<file path="config.mk">
export PLATFORM = sky130hd
export DESIGN_NAME = sorted_set_insert_remove_top
export DESIGN_NICKNAME = d
export VERILOG_FILES = /design/src/hw/rtl/ssir_pkg.sv /design/src/hw/rtl/ssir_cell.sv /design/src/hw/rtl/sorted_set_insert_remove_top.sv
export SDC_FILE = /design/constraint.sdc
export NUM_CORES = 1
export LEC_CHECK = 0
export ABC_CLOCK_PERIOD_IN_PS = 4600
export BUFFER_PORTS_ARGS = -buffer_cell sky130_fd_sc_hd__buf_2
export CAP_MARGIN = 20
export CORE_UTILIZATION = 50
export CTS_CLUSTER_DIAMETER = 150
export DETAILED_ROUTE_END_ITERATION = 7
export PLACE_DENSITY_LB_ADDON = 0.1
export SETUP_SLACK_MARGIN = 0.02
export SYNTH_ARGS = -nofsm -noshare
export SYNTH_HDL_FRONTEND = slang
export SYNTH_HIERARCHICAL = 1
export SYNTH_SLANG_ARGS = --single-unit
</file>
<file path="constraint.sdc">
create_clock -name clk -period 4.6 [get_ports clk]
set_input_delay 1.15 -clock clk [delete_from_list [all_inputs] [get_ports clk]]
set_output_delay 1.15 -clock clk [all_outputs]
set_load 0.05 [all_outputs]
</file>
<file path="src/hw/rtl/ssir_pkg.sv">
package ssir_pkg;

  localparam int CAPACITY = 16;
  localparam int KEY_W    = 8;
  localparam int CNT_W    = $clog2(CAPACITY + 1);

  typedef enum logic {
    OP_INSERT = 1'b0,
    OP_REMOVE = 1'b1
  } op_t;

  typedef struct packed {
    op_t              op;
    logic [KEY_W-1:0] key;
  } in_t;

  typedef struct packed {
    logic             ok;
    logic             full_res;
    logic [CNT_W-1:0] size;
  } out_t;

  // per-cell update select, driven by the control logic in the top level
  typedef struct packed {
    logic load_new;
    logic take_left;
    logic take_right;
  } cell_ctl_t;

endpackage

</file>
<file path="src/hw/rtl/ssir_cell.sv">
module ssir_cell (
  input  logic                     clk,
  input  logic                     order_desc,
  input  logic                     occupied,
  input  logic [ssir_pkg::KEY_W-1:0] req_key,
  input  logic [ssir_pkg::KEY_W-1:0] left_key,
  input  logic [ssir_pkg::KEY_W-1:0] right_key,
  input  ssir_pkg::cell_ctl_t      ctl,
  output logic [ssir_pkg::KEY_W-1:0] key_q,
  output logic                     prec,
  output logic                     match
);
  import ssir_pkg::*;

  logic [KEY_W-1:0] key_r;
  logic [KEY_W-1:0] key_nxt;

  // cell holds a key that comes ahead of the request key in current order
  assign prec  = occupied & (order_desc ? (key_r > req_key) : (key_r < req_key));
  assign match = occupied & (key_r == req_key);
  assign key_q = key_r;

  always_comb begin
    if (ctl.load_new) begin
      key_nxt = req_key;
    end else if (ctl.take_left) begin
      key_nxt = left_key;
    end else if (ctl.take_right) begin
      key_nxt = right_key;
    end else begin
      key_nxt = key_r;
    end
  end

  always_ff @(posedge clk) begin
    key_r <= key_nxt;
  end

endmodule

</file>
<file path="src/hw/rtl/sorted_set_insert_remove_top.sv">
// channel | dir | handshake         | payload
// in      | in  | in_valid/in_stall  | in_data  (op, key)
// out     | out | out_valid/out_stall| out_data (ok, full_res, size)
// cfg     | in  | cfg_we            | cfg_wdata (order_descending)
//
// One request per cycle while in_stall is low: every cell compares its key against the
// request in parallel and the cells from the request's position onward shift by one place.
// Result is registered; out_valid rises in the cycle after accept.
// in_stall is high only while a result sits in the output register stalled.
// rst_n (sync) clears the count, order bit and output valid; cell keys are
// not cleared, cells at or above the count are never looked at.
module sorted_set_insert_remove_top (
  input  logic           clk,
  input  logic           rst_n,
  input  logic           in_valid,
  output logic           in_stall,
  input  ssir_pkg::in_t  in_data,
  output logic           out_valid,
  input  logic           out_stall,
  output ssir_pkg::out_t out_data,
  input  logic           cfg_we,
  input  logic           cfg_wdata
);
  import ssir_pkg::*;

  logic             order_desc_r;
  logic [CNT_W-1:0] count_r;
  logic [CNT_W-1:0] count_nxt;
  logic             out_valid_r;
  out_t             out_data_r;

  logic [KEY_W-1:0] key_q [CAPACITY];
  logic [CAPACITY-1:0] prec_v;
  logic [CAPACITY-1:0] match_v;
  logic [CAPACITY-1:0] occ_v;
  logic [CAPACITY-1:0] before_v;
  logic [CAPACITY-1:0] at_pos_v;

  logic accept;
  logic found;
  logic is_full;
  logic do_ins;
  logic do_rem;

  assign in_stall = out_valid_r & out_stall;
  assign accept   = in_valid & ~in_stall;

  // prefix AND: every earlier cell precedes the key
  assign before_v[0] = 1'b1;
  for (genvar i = 1; i < CAPACITY; i++) begin : g_before
    assign before_v[i] = &prec_v[i-1:0];
  end

  assign at_pos_v = before_v & ~prec_v;
  assign found    = |(at_pos_v & match_v);
  assign is_full  = (count_r == CNT_W'(CAPACITY));
  assign do_ins   = accept & (in_data.op == OP_INSERT) & ~found & ~is_full;
  assign do_rem   = accept & (in_data.op == OP_REMOVE) & found;

  for (genvar i = 0; i < CAPACITY; i++) begin : g_cell
    cell_ctl_t        ctl;
    logic [KEY_W-1:0] left_key;
    logic [KEY_W-1:0] right_key;

    assign occ_v[i] = (CNT_W'(i) < count_r);

    if (i == 0) begin : g_first
      assign left_key = key_q[i];
    end else begin : g_mid_l
      assign left_key = key_q[i-1];
    end
    if (i == CAPACITY - 1) begin : g_last
      assign right_key = key_q[i];
    end else begin : g_mid_r
      assign right_key = key_q[i+1];
    end

    // insert opens a gap at its position; remove closes the gap from the matching cell onward
    assign ctl.load_new   = do_ins & at_pos_v[i];
    assign ctl.take_left  = do_ins & ~before_v[i];
    assign ctl.take_right = do_rem & (at_pos_v[i] | ~before_v[i]);

    ssir_cell u_cell (
      .clk        (clk),
      .order_desc (order_desc_r),
      .occupied   (occ_v[i]),
      .req_key    (in_data.key),
      .left_key   (left_key),
      .right_key  (right_key),
      .ctl        (ctl),
      .key_q      (key_q[i]),
      .prec       (prec_v[i]),
      .match      (match_v[i])
    );
  end

  always_comb begin
    count_nxt = count_r;
    if (do_ins) begin
      count_nxt = count_r + CNT_W'(1);
    end else if (do_rem) begin
      count_nxt = count_r - CNT_W'(1);
    end
  end

  always_ff @(posedge clk) begin
    if (!rst_n) begin
      order_desc_r <= 1'b0;
      count_r      <= '0;
      out_valid_r  <= 1'b0;
    end else begin
      if (cfg_we) begin
        order_desc_r <= cfg_wdata;
      end
      count_r <= count_nxt;
      if (accept) begin
        out_valid_r <= 1'b1;
      end else if (!out_stall) begin
        out_valid_r <= 1'b0;
      end
    end
  end

  always_ff @(posedge clk) begin
    if (accept) begin
      out_data_r.ok       <= do_ins | do_rem;
      out_data_r.full_res <= (in_data.op == OP_INSERT) & ~found & is_full;
      out_data_r.size     <= count_nxt;
    end
  end

  assign out_valid = out_valid_r;
  assign out_data  = out_data_r;

endmodule

</file>
* Word-level counts from Yosys, hierarchy flattened
Cells that the tools add are included.
Storage, ports and cells: register bits after elaboration 142, bits of input ports 15, output and inout port bits 9, logic and storage cells 311
Operators by class: add/subtract/negate cells 2, order comparisons 48, equal/unequal tests 18, muxes and demuxes 66, bitwise logic cells 124, reduce and logical (&&, ||, !) cells 31
Operators by type and width (count):
- $mux 8 | 46
- $eq 8x8->1 | 16
- $gt 8x8->1 | 16
- $lt 8x8->1 | 16
- $and 1x1->1 | 87
- $reduce_bool 3->1 | 14
- $lt 4x5->1 const A | 8
- $and 16x16->16 | 2
- $lt 3x5->1 const A | 4
- $not 1->1 | 19
- $mux 1 | 18
- $not 16->16 | 1
- $reduce_or 16->1 | 1
- $or 1x1->1 | 15
- $reduce_and 15->1 | 1
- $reduce_and 14->1 | 1
- $reduce_and 13->1 | 1
- $reduce_and 12->1 | 1
- $reduce_and 11->1 | 1
- $lt 1x5->1 const A | 2
- $lt 2x5->1 const A | 2
- $mux 5 | 2
- $reduce_and 10->1 | 1
- $reduce_and 9->1 | 1
- other kinds (12) | 13

* Logic depth before layout (Yosys ltp)
depth after elaboration 13, mapped depth 21, mapped depth without buffers 15

* Cells and area by module
The synthesis kept the hierarchy.
By module, submodules not included:
- ssir_cell | times used 16, cells an instance 68, area each 646.9 um2, seq. area each 240.2 um2
- sorted_set_insert_remove_top | times used 1, cells an instance 206, area each 1507.7 um2, seq. area each 350.3 um2

* Least setup slack after synthesis
Ideal clock, no wire load.
path type input-to-reg, start point in in_data[7] (netlist bit), end point reg g_cell[1].u_cell.key_r[0], enable pin, arrival 4.493 ns, path slack -0.187 ns, cell stages on the path 18, path buffers 5, cells stage by stage inv_1 -> ha_1 -> and3_1 -> o21ai_0 -> o21ai_2 -> mux2i_1 -> and3_1 -> buf_6 -> and3_4 -> buf_6 -> and3_4 -> buf_6 -> a311oi_4 -> nand2_4 -> clkbuf_1 -> nor2_1 -> buf_4 -> or3_1
Between the ends: cells in the longest elaborated chain, start to end 12
RTL lines:
- start, declared | line sorted_set_insert_remove_top.sv:17 | input ssir_pkg::in_t in_data,
- $lt 8x8->1 or $gt 8x8->1 (tied branches) | line ssir_cell.sv:19 | assign prec = occupied & (order_desc ? (key_r > req_key) : (key_r < req_key));
- $mux 1 (*) | line ssir_cell.sv:19
- $and 1x1->1 (*) | line ssir_cell.sv:19
- named net prec_v[1] | line sorted_set_insert_remove_top.sv:33 | logic [CAPACITY-1:0] prec_v;
- $reduce_and 15->1 (tied with other cells) | line sorted_set_insert_remove_top.sv:51 | assign before_v[i] = &prec_v[i-1:0];
- $and 16x16->16 (*) | line sorted_set_insert_remove_top.sv:54 | assign at_pos_v = before_v & ~prec_v;
- $and 16x16->16 | line sorted_set_insert_remove_top.sv:55 | assign found = |(at_pos_v & match_v);
- $reduce_or 16->1 | line sorted_set_insert_remove_top.sv:55
- $not 1->1 | line sorted_set_insert_remove_top.sv:57 | assign do_ins = accept & (in_data.op == OP_INSERT) & ~found & ~is_full;
- $and 1x1->1 (2 in series) | line sorted_set_insert_remove_top.sv:57
- $and 1x1->1 (on tied branches) | line sorted_set_insert_remove_top.sv:80, sorted_set_insert_remove_top.sv:79
- $reduce_bool 3->1 (no source line) (*)
- end signal, assigned | line ssir_cell.sv:36 | key_r <= key_nxt;
- end, declared | line ssir_cell.sv:15 | logic [KEY_W-1:0] key_r;
Mark *: on every way through the listed nets, which the timed path passes. The rest lies on a longest branch. A chain may end at the register's enable or synchronous reset.

==> impl_metrics.env <==
export IMPL_outcome="finished, final reports clean"
export IMPL_min_period_over_period=0.945
export IMPL_crit_buf_inv=4
export IMPL_slew_viol_final=0
export IMPL_cts_path_max_buffers=2
export IMPL_fp_dieArea_um2=24300
export IMPL_cts_sinks=142
export IMPL_antenna_cells=0
export IMPL_cp_slowest_stage_delay_ps=570
export IMPL_p_clk_frac=0.283
export IMPL_dr_pass1_iters=6
export IMPL_synth_edff_count=135
export IMPL_die_h_um=156
export IMPL_clock_skew_ps=13.4
export IMPL_synth_avg_cell_area_um2=9.16
export IMPL_period_needed_ps=4350
export IMPL_numCtsBuffers=17
export IMPL_crit_cells=16
export IMPL_via_per_inst=5.60
export IMPL_p_leak_nw=6.09
export IMPL_fin_nets=1588
export IMPL_r2r_start="count_r[1]"
export IMPL_timing_critical_path_from="in_data[5]"
export IMPL_synth_ff_type="edfxtp_1"
export IMPL_ys_seq_area_frac=0.354
export IMPL_cts_resized=0
export IMPL_grt_pass1_vias=9189
export IMPL_synth_yosys_warnings=6
export IMPL_ir_drop_mv=0.231
export IMPL_hold_path_cell_count=2
export IMPL_drive_above_1_share=0.186
export IMPL_utilization=0.613
export IMPL_htree_num_levels=4
export IMPL_crit_path_start_kind="primary input"
export IMPL_timing_fmax_mhz=230
export IMPL_hold_buffers=0
export IMPL_worstPathCellList="buf_2 > buf_12 > inv_1 > ha_1 > and3_1 > o21ai_0 > o21ai_2 > mux2i_1 > nand4_1 > a21oi_1 > a211oi_1 > o22a_1 > nand2_4 > buf_12 > a31oi_1 > or3_1"
export IMPL_power_switching_mw=1.84
export IMPL_hold_viol=0
export IMPL_core_um2=22900
export IMPL_dp_cells=1736
export IMPL_initial_utilization=0.517
export IMPL_critical_path_class="in -> reg"
export IMPL_clkLatencyLatePin_ps=430
export IMPL_ctsRootBufferMaster="clkbuf_16"
export IMPL_setup_violations_final=0
export IMPL_wire_per_inst_um=18.2
export IMPL_dpl_hpwl_mm=24.5
export IMPL_antenna_found_initial=0
export IMPL_grt_overflow_total=0
export IMPL_ys_ff_latch=142
export IMPL_drt_iter0_markers=745
export IMPL_synth_distinct_cells=55
export IMPL_p_sw_frac=0.344
export IMPL_totalWireLength_mm=32.2
export IMPL_grt_max_degree=34
export IMPL_cp_top_family="simple AND/OR/NAND/NOR gates"
export IMPL_rows=55
export IMPL_design_area_um2=14100
export IMPL_drc_errors=0
export IMPL_syn_cell_area_um2=11900
export IMPL_dieWidth_um=156
export IMPL_p_int_mw=3.51
export IMPL_vias=9904
export IMPL_rsz0062_at_grt="false"
export IMPL_grt_pass1_wl_mm=50.6
export IMPL_fin_cells=1768
export IMPL_slowest_stage="or3_1"
export IMPL_syn_inst=1294
export IMPL_slew_headroom=0.332
export IMPL_synth_fp_nets=1440
export IMPL_tightestPinTransition_ps=1000
export IMPL_hp_class="reg -> reg"
export IMPL_p_seq_frac=0.390
export IMPL_final_antenna_net_count=0
export IMPL_gp_congestion=0.902
export IMPL_cp_arrival_ps=4470
export IMPL_critical_path_required_ps=4720
export IMPL_gr_usage_all_layers=0.272
export IMPL_ios=24
export IMPL_worstHoldStart="out_valid"
export IMPL_comb_power_share=0.327
export IMPL_cp_common_cell="buf_12"
export IMPL_worstRegToRegCells=15
export IMPL_io_buffers=23
export IMPL_clk_transition_reported_paths_ps=60
export IMPL_maxCapViolCount=0
export IMPL_synthArstFlopShare=0
export IMPL_power_density_nw_per_um2=380
export IMPL_crit_path_end_kind="register"
export IMPL_critPathMaxFanout=15
export IMPL_cts_tree="built"
export IMPL_synthToLayoutAreaGrowth_pct=18.5
export IMPL_post_dp_cell_area_um2=13400
export IMPL_postCtsSetupRepairBufs=0
[kinds of logic (layout without fill, tap and decap cells)]
logic type,after synthesis,after routing,share of synthesized area
flip-flops,142,142,0.354
XOR/XNOR,3,3,0.00222
multiplexers,150,150,0.127
other,1,1,0.000316
AND/OR/NAND/NOR,391,391,0.169
buffers and inverters,202,363,0.0738
AO/OA/AOI/OAI,274,274,0.136
adder cells (fa/ha/maj),131,131,0.138
[cell usage in the layout, fill, tap and decap left out, drive strengths merged, types with 2 or more instances in the layout]
master,n
dfxtp,7
buf,177
o21a,2
a31oi,4
a21o,18
or3,16
nor3,26
ha,131
a21oi,49
nor2b,2
clkinvlp,3
nand4,20
nand2b,38
mux2i,149
nor4,2
nor2,57
o21ai,186
nor3b,6
clkinv,5
o22ai,2
xnor2,2
nand3b,6
nand3,22
clkbuf,18
edfxtp,135
bufinv,4
inv,156
and2,6
and3,39
nand2,147
o21bai,4
[power groups by stage]
stage / clock [mW] / sequential [mW] / combinational (mW)
final: 1.51 / 2.09 / 1.75
after global routing: 1.58 / 2.11 / 1.94
after CTS: 1.52 / 2.08 / 1.74
after detailed placement: 0 / 2.11 / 1.73
after global placement: 0 / 2.10 / 1.68
after floorplan: 0 / 1.97 / 1.19
[flip-flops by register name, indices dropped and copies added, names as in the netlist]
| name | flops |
|---|---|
| out_data | 7 |
| g_cell.u_cell/key_q | 128 |
| count_r | 5 |
| out_valid | 1 |
| order_desc_r | 1 |
[final cells by class]
type	instances	area, µm²
clock inverters	14	191
well taps	313	392
clock buffers	18	429
flip-flops and latches	142	4190
multi-input cells	950	6810
inverters	154	578
repair buffers	177	1460
fillers	1929	8860
[Yosys cell counts (6+ instances only)]
cell      instances  share of area
o21ai_0         152          0.064
nand4_1          20          0.011
mux2i_1         149           0.13
nor3_1           10         0.0042
buf_4            17          0.011
a21o_1           18          0.011
nand2_1         146          0.046
and2_1            6         0.0032
or3_1            16         0.0084
a21oi_1          33          0.014
ha_1            131           0.14
nand2b_1         38          0.020
a21oi_2          16          0.012
nor3_2           16          0.014
and3_1           37          0.020
nand3_1          22         0.0093
nand3b_1          6         0.0038
o21ai_1          18         0.0076
nor2_1           56          0.018
buf_2            18         0.0076
edfxtp_1        135           0.34
dfxtp_1           7          0.012
clkbuf_1          8         0.0025
o21ai_2          16          0.012
inv_1           154          0.049
nor3b_1           6         0.0038
[per-layer routing]
| metal | track usage | share of wire | vias to the layer above |
|---|---|---|---|
| met5 | 0 | 0 | - |
| met4 | 0.0640 | 0.012 | 0 |
| met3 | 0.0369 | 0.053 | 32 |
| met2 | 0.428 | 0.46 | 301 |
| met1 | 0.393 | 0.48 | 4680 |
| li1 | - | - | 4891 |
[metrics by stage]
step                      power (mW)  hold slack (ps)  TNS, ps  setup slack [ps]
after global routing            5.63              658        0              40.5
after detailed placement        3.83              587   -15610              -134
after CTS                       5.34              605        0               264
after global placement          3.78              579   -13380              -126
after floorplan                 3.15              535        0              3.23
final                           5.35              601        0               254
[tightest hold or removal path, cell delays in order (launching register included)]
cell and delay, ps:
dfxtp_1 330, and2_1 140, o21a_1 100
[final timing paths]
kind	slack [ps]	to
setup / recovery	250	g_cell[11].u_cell/key_q[6]
hold / removal	600	out_valid
setup reg to reg	720	g_cell[4].u_cell/key_q[6]
hold reg to reg	600	out_valid
Note: power is estimated with default switching activity, not from simulation.
